--- config.mk ---
export PLATFORM = sky130hd
export DESIGN_NAME = lru_miss_counter_flat
export DESIGN_NICKNAME = d
export VERILOG_FILES = /design/src/hw/rtl/lmc_pkg.sv /design/src/hw/rtl/lmc_if.sv /design/src/hw/rtl/lru_miss_counter.sv /design/src/flat_wrapper.sv
export SDC_FILE = /design/constraint.sdc
export NUM_CORES = 1
export LEC_CHECK = 0
export BUFFER_PORTS_ARGS = -buffer_cell sky130_fd_sc_hd__buf_4
export CORE_UTILIZATION = 41
export CTS_CLUSTER_DIAMETER = 40
export CTS_CLUSTER_SIZE = 40
export DETAILED_ROUTE_END_ITERATION = 8
export PLACE_DENSITY = 0.58
export SETUP_SLACK_MARGIN = 0.02
export SLEW_MARGIN = 20
export SYNTH_ARGS = -nofsm -noshare
export SYNTH_HDL_FRONTEND = slang
export SYNTH_SLANG_ARGS = --single-unit
--- constraint.sdc ---
create_clock -name clk_i -period 5.87 [get_ports clk_i]
set_input_delay 0 -clock clk_i [delete_from_list [all_inputs] [get_ports clk_i]]
set_output_delay 0 -clock clk_i [all_outputs]
set_load 0.01 [all_outputs]
--- src/hw/rtl/lmc_pkg.sv ---
// Shared types and constants for the LRU miss counter.
// No dependencies; compiled first.
package lmc_pkg;

  localparam int unsigned CfgW     = 5;
  localparam int unsigned PageW    = 16;
  localparam int unsigned CountW   = 16;
  localparam int unsigned DefWays  = 16;

  localparam logic [CfgW-1:0]   CapReset = CfgW'(16);
  localparam logic [CountW-1:0] MissMax  = {CountW{1'b1}};

endpackage

--- src/hw/rtl/lmc_if.sv ---
// Request and response channel interfaces for the LRU miss counter.
// Depends on lmc_pkg for the field widths.
interface lmc_req_if import lmc_pkg::*; ();
  logic             valid;
  logic             ready;
  logic [PageW-1:0] page;
  logic             start_of_sequence;

  modport source (output valid, output page, output start_of_sequence, input ready);
  modport sink   (input valid, input page, input start_of_sequence, output ready);
endinterface

interface lmc_rsp_if import lmc_pkg::*; ();
  logic              valid;
  logic              ready;
  logic              hit;
  logic [CountW-1:0] miss_count;

  modport source (output valid, output hit, output miss_count, input ready);
  modport sink   (input valid, input hit, input miss_count, output ready);
endinterface

--- src/hw/rtl/lru_miss_counter.sv ---
// Fully associative LRU cache model that counts misses over a page request stream.
// Depends on lmc_pkg and the channel interfaces in lmc_if.sv.
//
//   channel   dir  carries                          handshake
//   req_i     in   page, start_of_sequence          valid/ready
//   rsp_o     out  hit, miss_count                  valid/ready
//   cfg       in   capacity (cfg_wdata_i)           cfg_we_i, no back-pressure
//
// One request per cycle sustained while the response is not stalled; each response
// passes through the request register, then the lookup and LRU update into the
// response register. All entries are compared in parallel.
// Reset clears valid bits, ages, counts and sets capacity to 16; page tags are
// not reset. A stalled response holds the update stage, and the request
// register then fills and drops ready.
module lru_miss_counter import lmc_pkg::*; #(
  parameter int unsigned Ways = DefWays
) (
  input  logic            clk_i,
  input  logic            rst_ni,
  input  logic            cfg_we_i,
  input  logic [CfgW-1:0] cfg_wdata_i,
  lmc_req_if.sink         req_i,
  lmc_rsp_if.source       rsp_o
);

  localparam int unsigned AgeW = (Ways > 1) ? $clog2(Ways) : 1;
  localparam int unsigned ResW = $clog2(Ways + 1);
  localparam int unsigned CmpW = (ResW > CfgW) ? ResW : CfgW;

  // configuration
  logic [CfgW-1:0] cap_q;

  // request register
  logic             req_vld_q;
  logic [PageW-1:0] page_q;
  logic             sos_q;

  // cache state
  logic [Ways-1:0]  ent_vld_q, ent_vld_d;
  logic [PageW-1:0] ent_page_q [Ways];
  logic [AgeW-1:0]  ent_age_q [Ways];
  logic [AgeW-1:0]  ent_age_d [Ways];
  logic [Ways-1:0]  ent_wr;
  logic [ResW-1:0]  res_q, res_d;
  logic [CountW-1:0] miss_q, miss_d;

  // response register
  logic              rsp_vld_q;
  logic              hit_q;
  logic [CountW-1:0] cnt_q;

  logic              adv;
  logic [Ways-1:0]   vld_cur, match, free_oh, victim;
  logic [ResW-1:0]   res_cur;
  logic [CountW-1:0] miss_cur;
  logic [CmpW-1:0]   cap_eff;
  logic              cap_zero, full, hit;
  logic [AgeW-1:0]   hit_age, oldest;

  assign adv         = req_vld_q && (!rsp_vld_q || rsp_o.ready);
  assign req_i.ready = !req_vld_q || adv;

  always_ff @(posedge clk_i or negedge rst_ni) begin
    if (!rst_ni) begin
      cap_q <= CapReset;
    end else if (cfg_we_i) begin
      cap_q <= cfg_wdata_i;
    end
  end

  always_ff @(posedge clk_i or negedge rst_ni) begin
    if (!rst_ni) begin
      req_vld_q <= 1'b0;
    end else if (req_i.ready) begin
      req_vld_q <= req_i.valid;
    end
  end

  always_ff @(posedge clk_i) begin
    if (req_i.valid && req_i.ready) begin
      page_q <= req_i.page;
      sos_q  <= req_i.start_of_sequence;
    end
  end

  always_comb begin
    // start of sequence: treat the cache as empty for this request
    vld_cur  = sos_q ? '0 : ent_vld_q;
    res_cur  = sos_q ? '0 : res_q;
    miss_cur = sos_q ? '0 : miss_q;

    cap_eff  = (CmpW'(cap_q) > CmpW'(Ways)) ? CmpW'(Ways) : CmpW'(cap_q);
    cap_zero = (cap_eff == '0);
    full     = (CmpW'(res_cur) >= cap_eff);
    oldest   = AgeW'(res_cur - ResW'(1));

    hit_age = '0;
    for (int i = 0; i < Ways; i++) begin
      match[i]  = vld_cur[i] && (ent_page_q[i] == page_q) && !cap_zero;
      victim[i] = vld_cur[i] && (ent_age_q[i] == oldest);
      hit_age   = hit_age | (match[i] ? ent_age_q[i] : '0);
    end
    hit = |match;

    // lowest invalid entry
    free_oh = ~vld_cur & (vld_cur + Ways'(1));

    ent_vld_d = vld_cur;
    ent_wr    = '0;
    res_d     = res_cur;
    for (int i = 0; i < Ways; i++) begin
      ent_age_d[i] = ent_age_q[i];
      if (hit) begin
        if (match[i]) begin
          ent_age_d[i] = '0;
        end else if (vld_cur[i] && ent_age_q[i] < hit_age) begin
          ent_age_d[i] = ent_age_q[i] + AgeW'(1);
        end
      end else if (!cap_zero) begin
        if (full) begin
          // replace the least recent entry
          if (victim[i]) begin
            ent_wr[i]    = 1'b1;
            ent_age_d[i] = '0;
          end else if (vld_cur[i] && ent_age_q[i] < oldest) begin
            ent_age_d[i] = ent_age_q[i] + AgeW'(1);
          end
        end else begin
          if (free_oh[i]) begin
            ent_wr[i]    = 1'b1;
            ent_vld_d[i] = 1'b1;
            ent_age_d[i] = '0;
          end else if (vld_cur[i]) begin
            ent_age_d[i] = ent_age_q[i] + AgeW'(1);
          end
        end
      end
    end
    if (!hit && !cap_zero && !full) begin
      res_d = res_cur + ResW'(1);
    end

    miss_d = miss_cur;
    if (!hit && miss_cur != MissMax) begin
      miss_d = miss_cur + CountW'(1);
    end
  end

  always_ff @(posedge clk_i or negedge rst_ni) begin
    if (!rst_ni) begin
      ent_vld_q <= '0;
      res_q     <= '0;
      miss_q    <= '0;
      for (int i = 0; i < Ways; i++) begin
        ent_age_q[i] <= '0;
      end
    end else if (adv) begin
      ent_vld_q <= ent_vld_d;
      res_q     <= res_d;
      miss_q    <= miss_d;
      for (int i = 0; i < Ways; i++) begin
        ent_age_q[i] <= ent_age_d[i];
      end
    end
  end

  always_ff @(posedge clk_i) begin
    for (int i = 0; i < Ways; i++) begin
      if (adv && ent_wr[i]) begin
        ent_page_q[i] <= page_q;
      end
    end
  end

  always_ff @(posedge clk_i or negedge rst_ni) begin
    if (!rst_ni) begin
      rsp_vld_q <= 1'b0;
    end else if (adv) begin
      rsp_vld_q <= 1'b1;
    end else if (rsp_o.ready) begin
      rsp_vld_q <= 1'b0;
    end
  end

  always_ff @(posedge clk_i) begin
    if (adv) begin
      hit_q <= hit;
      cnt_q <= miss_d;
    end
  end

  assign rsp_o.valid      = rsp_vld_q;
  assign rsp_o.hit        = hit_q;
  assign rsp_o.miss_count = cnt_q;

endmodule

--- src/flat_wrapper.sv ---
// flat-port wrapper written by rule: the top's interface ports become plain ports
module lru_miss_counter_flat import lmc_pkg::*;
#(
  parameter int unsigned Ways = DefWays
)
  (clk_i, rst_ni, cfg_we_i, cfg_wdata_i, req_i_valid, req_i_page, req_i_start_of_sequence, req_i_ready, rsp_o_valid, rsp_o_hit, rsp_o_miss_count, rsp_o_ready);
  lmc_req_if req_i_i ();
  lmc_rsp_if rsp_o_i ();
  input  logic clk_i;
  input  logic rst_ni;
  input  logic cfg_we_i;
  input  logic [CfgW-1:0] cfg_wdata_i;
  input wire logic [$bits(req_i_i.valid)-1:0] req_i_valid;
  input wire logic [$bits(req_i_i.page)-1:0] req_i_page;
  input wire logic [$bits(req_i_i.start_of_sequence)-1:0] req_i_start_of_sequence;
  output wire logic [$bits(req_i_i.ready)-1:0] req_i_ready;
  output wire logic [$bits(rsp_o_i.valid)-1:0] rsp_o_valid;
  output wire logic [$bits(rsp_o_i.hit)-1:0] rsp_o_hit;
  output wire logic [$bits(rsp_o_i.miss_count)-1:0] rsp_o_miss_count;
  input wire logic [$bits(rsp_o_i.ready)-1:0] rsp_o_ready;
  assign req_i_i.valid = req_i_valid;
  assign req_i_i.page = req_i_page;
  assign req_i_i.start_of_sequence = req_i_start_of_sequence;
  assign req_i_ready = req_i_i.ready;
  assign rsp_o_valid = rsp_o_i.valid;
  assign rsp_o_hit = rsp_o_i.hit;
  assign rsp_o_miss_count = rsp_o_i.miss_count;
  assign rsp_o_i.ready = rsp_o_ready;
  lru_miss_counter #(.Ways(Ways)) u_core (.clk_i(clk_i), .rst_ni(rst_ni), .cfg_we_i(cfg_we_i), .cfg_wdata_i(cfg_wdata_i), .req_i(req_i_i), .rsp_o(rsp_o_i));
endmodule
==> reports/qor.txt <==
LAYOUT
------------------------------------------------------------------------------------
Final non-filler cell area ............................................  26,800 um^2
Area taken by flip-flops and latches ..................................  11,410 um^2
Layout cells sized above 1 ............................................       12.67%
Post-layout net count .................................................        2,376
Count of filler cells inserted in the layout ..........................        4,828
Area occupied by multi-input gates ....................................  10,440 um^2
Share of the core filled with cells in the final layout ...............       49.70%
Area added between synthesis and finish ...............................       19.52%

LOGIC SYNTHESIS
------------------------------------------------------------------------------------
Number of warnings printed during yosys synthesis .....................            0
Post-Synthesis Mean Instance Area .....................................   10.82 um^2
Largest family of logic cells by synthesized area ..................... simple AND/OR/NAND/NOR gates
Netlist area before placement .........................................  22,420 um^2
Count of flip-flops with a built-in enable after synthesis ............          290
Synthesized instance count ............................................        2,073
Portion of synthesized cell area occupied by the leading cell type ....       38.83%
Primary flip-flop cell chosen by synthesis mapping .................... sky130_fd_sc_hd__edfxtp_1
Distinct cell type count of the synthesized netlist ...................           79
Library cell with the largest summed area after synthesis ............. sky130_fd_sc_hd__edfxtp_1
Mux share of post-synthesis cell area .................................       1.233%
Simple-Gate Fraction of Synth Area ....................................       17.80%
Synth top cells by count .............................................. sky130_fd_sc_hd__edfxtp_1, sky130_fd_sc_hd__xnor2_1, sky130_fd_sc_hd__nand2_1
Post-synthesis share of cell area spent on xor and xnor gates .........       10.19%
Biggest area contributors in the synthesized netlist .................. sky130_fd_sc_hd__edfxtp_1, sky130_fd_sc_hd__dfrtp_1, sky130_fd_sc_hd__xnor2_1, sky130_fd_sc_hd__ha_1, sky130_fd_sc_hd__nand2_1
Fraction of registers with async set/reset ............................       27.14%
Compound-gate portion of the synthesized area .........................       10.33%
Sequential fraction of the synthesis area .............................       50.89%
Post-Synthesis Net Count ..............................................        2,204
Total of flip-flops plus latches after synthesis ......................          398
Post-Synth Adder-Cell Area ............................................       6.740%
Most instantiated library cell after synthesis ........................ sky130_fd_sc_hd__edfxtp_1

CLOCKING
------------------------------------------------------------------------------------
Maximum count of clock buffers along a single path ....................            3
Clock tree from TritonCTS .............................................         done
Clock latency of the later-clocked register in the worst-skew pair ....      0.61 ns
CTS root buffer ....................................................... sky130_fd_sc_hd__clkbuf_16
Buffers inserted during post-CTS setup optimization ...................            0
Number of levels the H-tree was split into ............................            3
Number of clock buffers inserted by TritonCTS .........................           70
Register clock-pin slew on the reported worst setup and hold paths ....      0.05 ns
Clock net sink count ..................................................          398

TIMING
------------------------------------------------------------------------------------
Worst Max-Slew Pin Slew ...............................................     1.166 ns
Count of final max-slew check failures ................................            0
Final Skew ............................................................   0.02048 ns
Fin Setup TNS .........................................................         0 ns
Worst Slack Setup Final ...............................................    0.4477 ns
Fin crit share ........................................................       92.37%
Unrepaired setup endpoints after global routing .......................        false
Remaining max-slew budget at the tightest pin .........................       22.21%
Highest Clock Rate ....................................................    184.4 MHz
Number of setup violations in the final report ........................            0
Final Critical Period .................................................     5.422 ns
Endpoints failing hold ................................................            0

PLACE
------------------------------------------------------------------------------------
IO Port Bufs ..........................................................           45
Placer's final routability congestion estimate ........................        1.046
DP Area ...............................................................  24,180 um^2
Setup WS pre-CTS ......................................................    0.5859 ns
DP Wirelength .........................................................     52.97 mm

DRT
------------------------------------------------------------------------------------
Via Count .............................................................       17,570
Average detailed-routed wire length per instance ......................     24.38 um
Number of nets with antenna violations after routing ..................            0
Number of detailed-route iterations in the first pass .................            7
Starting DRC count in detailed routing ................................        1,568
Post-detailed-route via-to-cell ratio .................................        5.868
Count of unresolved DRC violations after routing ......................            0
Post-detailed-routing wire length .....................................     73.00 mm

CRITICAL PATH
------------------------------------------------------------------------------------
Worst-path cell with the longest stage delay .......................... sky130_fd_sc_hd__nor4_2
Data arrival time at the worst-slack endpoint .........................      5.94 ns
CP peak stage delay ...................................................      0.82 ns
Sort of element at the start of the critical path .....................         flop
Worst Path Required ...................................................      6.38 ns
Worst reg2reg startpoint .............................................. u_core.cap_q[1]
Source of the critical timing path .................................... u_core.cap_q[1]
Start-to-end type of the worst setup path .............................   reg -> reg
Critical R2R Capture .................................................. u_core.ent_age_q[35]
CP delay by family, top ............................................... simple AND/OR/NAND/NOR gates
Largest fanout of any net on the critical path ........................           11
Slack of the worst reg-to-reg path ....................................      0.45 ns
Count of buffering cells on the critical path with inverters included .            1
Path depth of the worst reg2reg path ..................................           15
CP Capture Type .......................................................         flop
Worst path cell trace ................................................. or4_1, nor2_2, nor4_1, buf_4, nand2_1, o22ai_1, a221o_1, nor4_2, ha_1, o31ai_1, a21oi_1, a21oi_1, a41oi_2, or4_1, o211ai_1

GRT
------------------------------------------------------------------------------------
First-pass GRT wire length ............................................     109.9 mm
Number of global-route vias before repair .............................       17,210
Pin count of the biggest net entering global routing ..................           64
Total Routing Usage GR ................................................       26.40%
Total gr overflow .....................................................            0
Number of antenna violations at the first check in global routing .....            0

JOB
------------------------------------------------------------------------------------
MaxCap Viol Count .....................................................            0

POWER AND IR DROP
------------------------------------------------------------------------------------
Static leakage ........................................................     9.803 nW
Worst vdd rail ir drop ................................................  0.0002671 V
Power density of the placed cells ..................................... 322.9 nW/um^2

FLOORPLANNING
------------------------------------------------------------------------------------
Vertical die dimension ................................................     235.9 um
Core Area .............................................................  53,920 um^2
DIE AREA ..............................................................  55,630 um^2
Horiz. Die Dim ........................................................     235.9 um
Placement Rows ........................................................           85
Top-Level Pins ........................................................           46
Effective utilization at floorplan ....................................       41.59%

WORST HOLD PATH
------------------------------------------------------------------------------------
Worst hold stages .....................................................            2
Path category of the worst min-delay check ............................    in -> reg
Worst hold endpoint ................................................... u_core.page_q[11]
Hold Path Origin ...................................................... req_i_page[11]

STATUS
------------------------------------------------------------------------------------
Status ................................................................ finished clean

==> kinds of logic after synthesis <==
group | count (synthesis)
and+or+nand+nor | 771
DFF | 398
AOI/OAI and AO/OA | 338
xor gates and xnor gates | 261
buffers and inverters | 154
adders and majority gates | 125
muxes | 26
==> stage by stage <==
step	power [mW]	hold WS [ns]	cells
after floorplan	4.141	-0.2956	2073
after global placement	4.615	0.06968	2840
after detailed placement	4.657	0.08083	2840
after CTS	8.726	0.07564	2993
after global routing	9.014	0.08814	2993
final	8.655	0.1045	2994
==> registers in the layout, indices dropped and copies added (netlist names) <==
signal and count:
u_core.cap_q 5, u_core.ent_age_q 64, u_core.ent_page_q 256, u_core.ent_vld_q 16
u_core.miss_q 16, u_core.page_q 16, u_core.req_vld_q 1, u_core.res_q 5
u_core.rsp_o.hit 1, u_core.rsp_o.miss_count 16, u_core.rsp_o.valid 1, u_core.sos_q 1
==> routing by layer <==
metal / global-route usage, % / part of all wire (%)
met4: 12.22 / 4.3
met2: 40.26 / 44
met3: 4.716 / 6.8
met1: 36.48 / 45
met5: 0 / 0
==> area by class of cell <==
class,count,area share [%]
Sequential cell,398,42.58
Inverter,82,1.148
Clock buffer,84,6.849
Timing Repair Buffer,172,5.369
Antenna cell,1,0.009337
Tap cell,696,3.249
Multi-Input combinational cell,1521,38.97
Clock inverter,40,1.825
==> how the worst max path moves through the flow <==
stage	cells after the start	endpoint	slack, ns
3_3_place_gp	15	u_core.ent_age_q[35]	0.76
4_1_cts	15	u_core.ent_age_q[35]	0.57
2_1_floorplan	17	u_core.ent_age_q[35]	0.69
3_5_place_dp	15	u_core.ent_age_q[35]	0.59
6_report	15	u_core.ent_age_q[35]	0.45
5_1_grt	15	u_core.ent_age_q[5]	0.29
==> placed cells by master (no fill, tap or decap), drive strengths merged, types with 8 or more instances in the layout <==
cell type and instances:
inv 89, mux2i 13, and2 24, and4 15, o22ai 13, nand2 167, xor2 57, o21ai 95
and3 20, o221ai 10, nor4 47, ha 104, o2111ai 12, buf 143, o21a 16, maj3 21
a22oi 13, dfrtp 107, nor2b 50, xnor2 204, nor2 126, nand3 98, mux2 13, nand4 89
clkinv 21, nand2b 39, or3 8, a21oi 57, o211ai 21, dlygate4sd3 29, clkbuf 84, o31ai 15
edfxtp 290, nor3 65
==> where the power goes <==
group	internal, mW	total (mW)	switching, mW
logic	0.501	1.29	0.785
registers	3.16	3.34	0.186
clock network	2.57	4.03	1.46
==> repair_timing <==
item,4_1_cts,5_1_grt
gates resized for setup,0,0
hold buffers,29,0
hold endpoints to repair,69,0
Note: power is estimated with default switching activity, not from simulation.
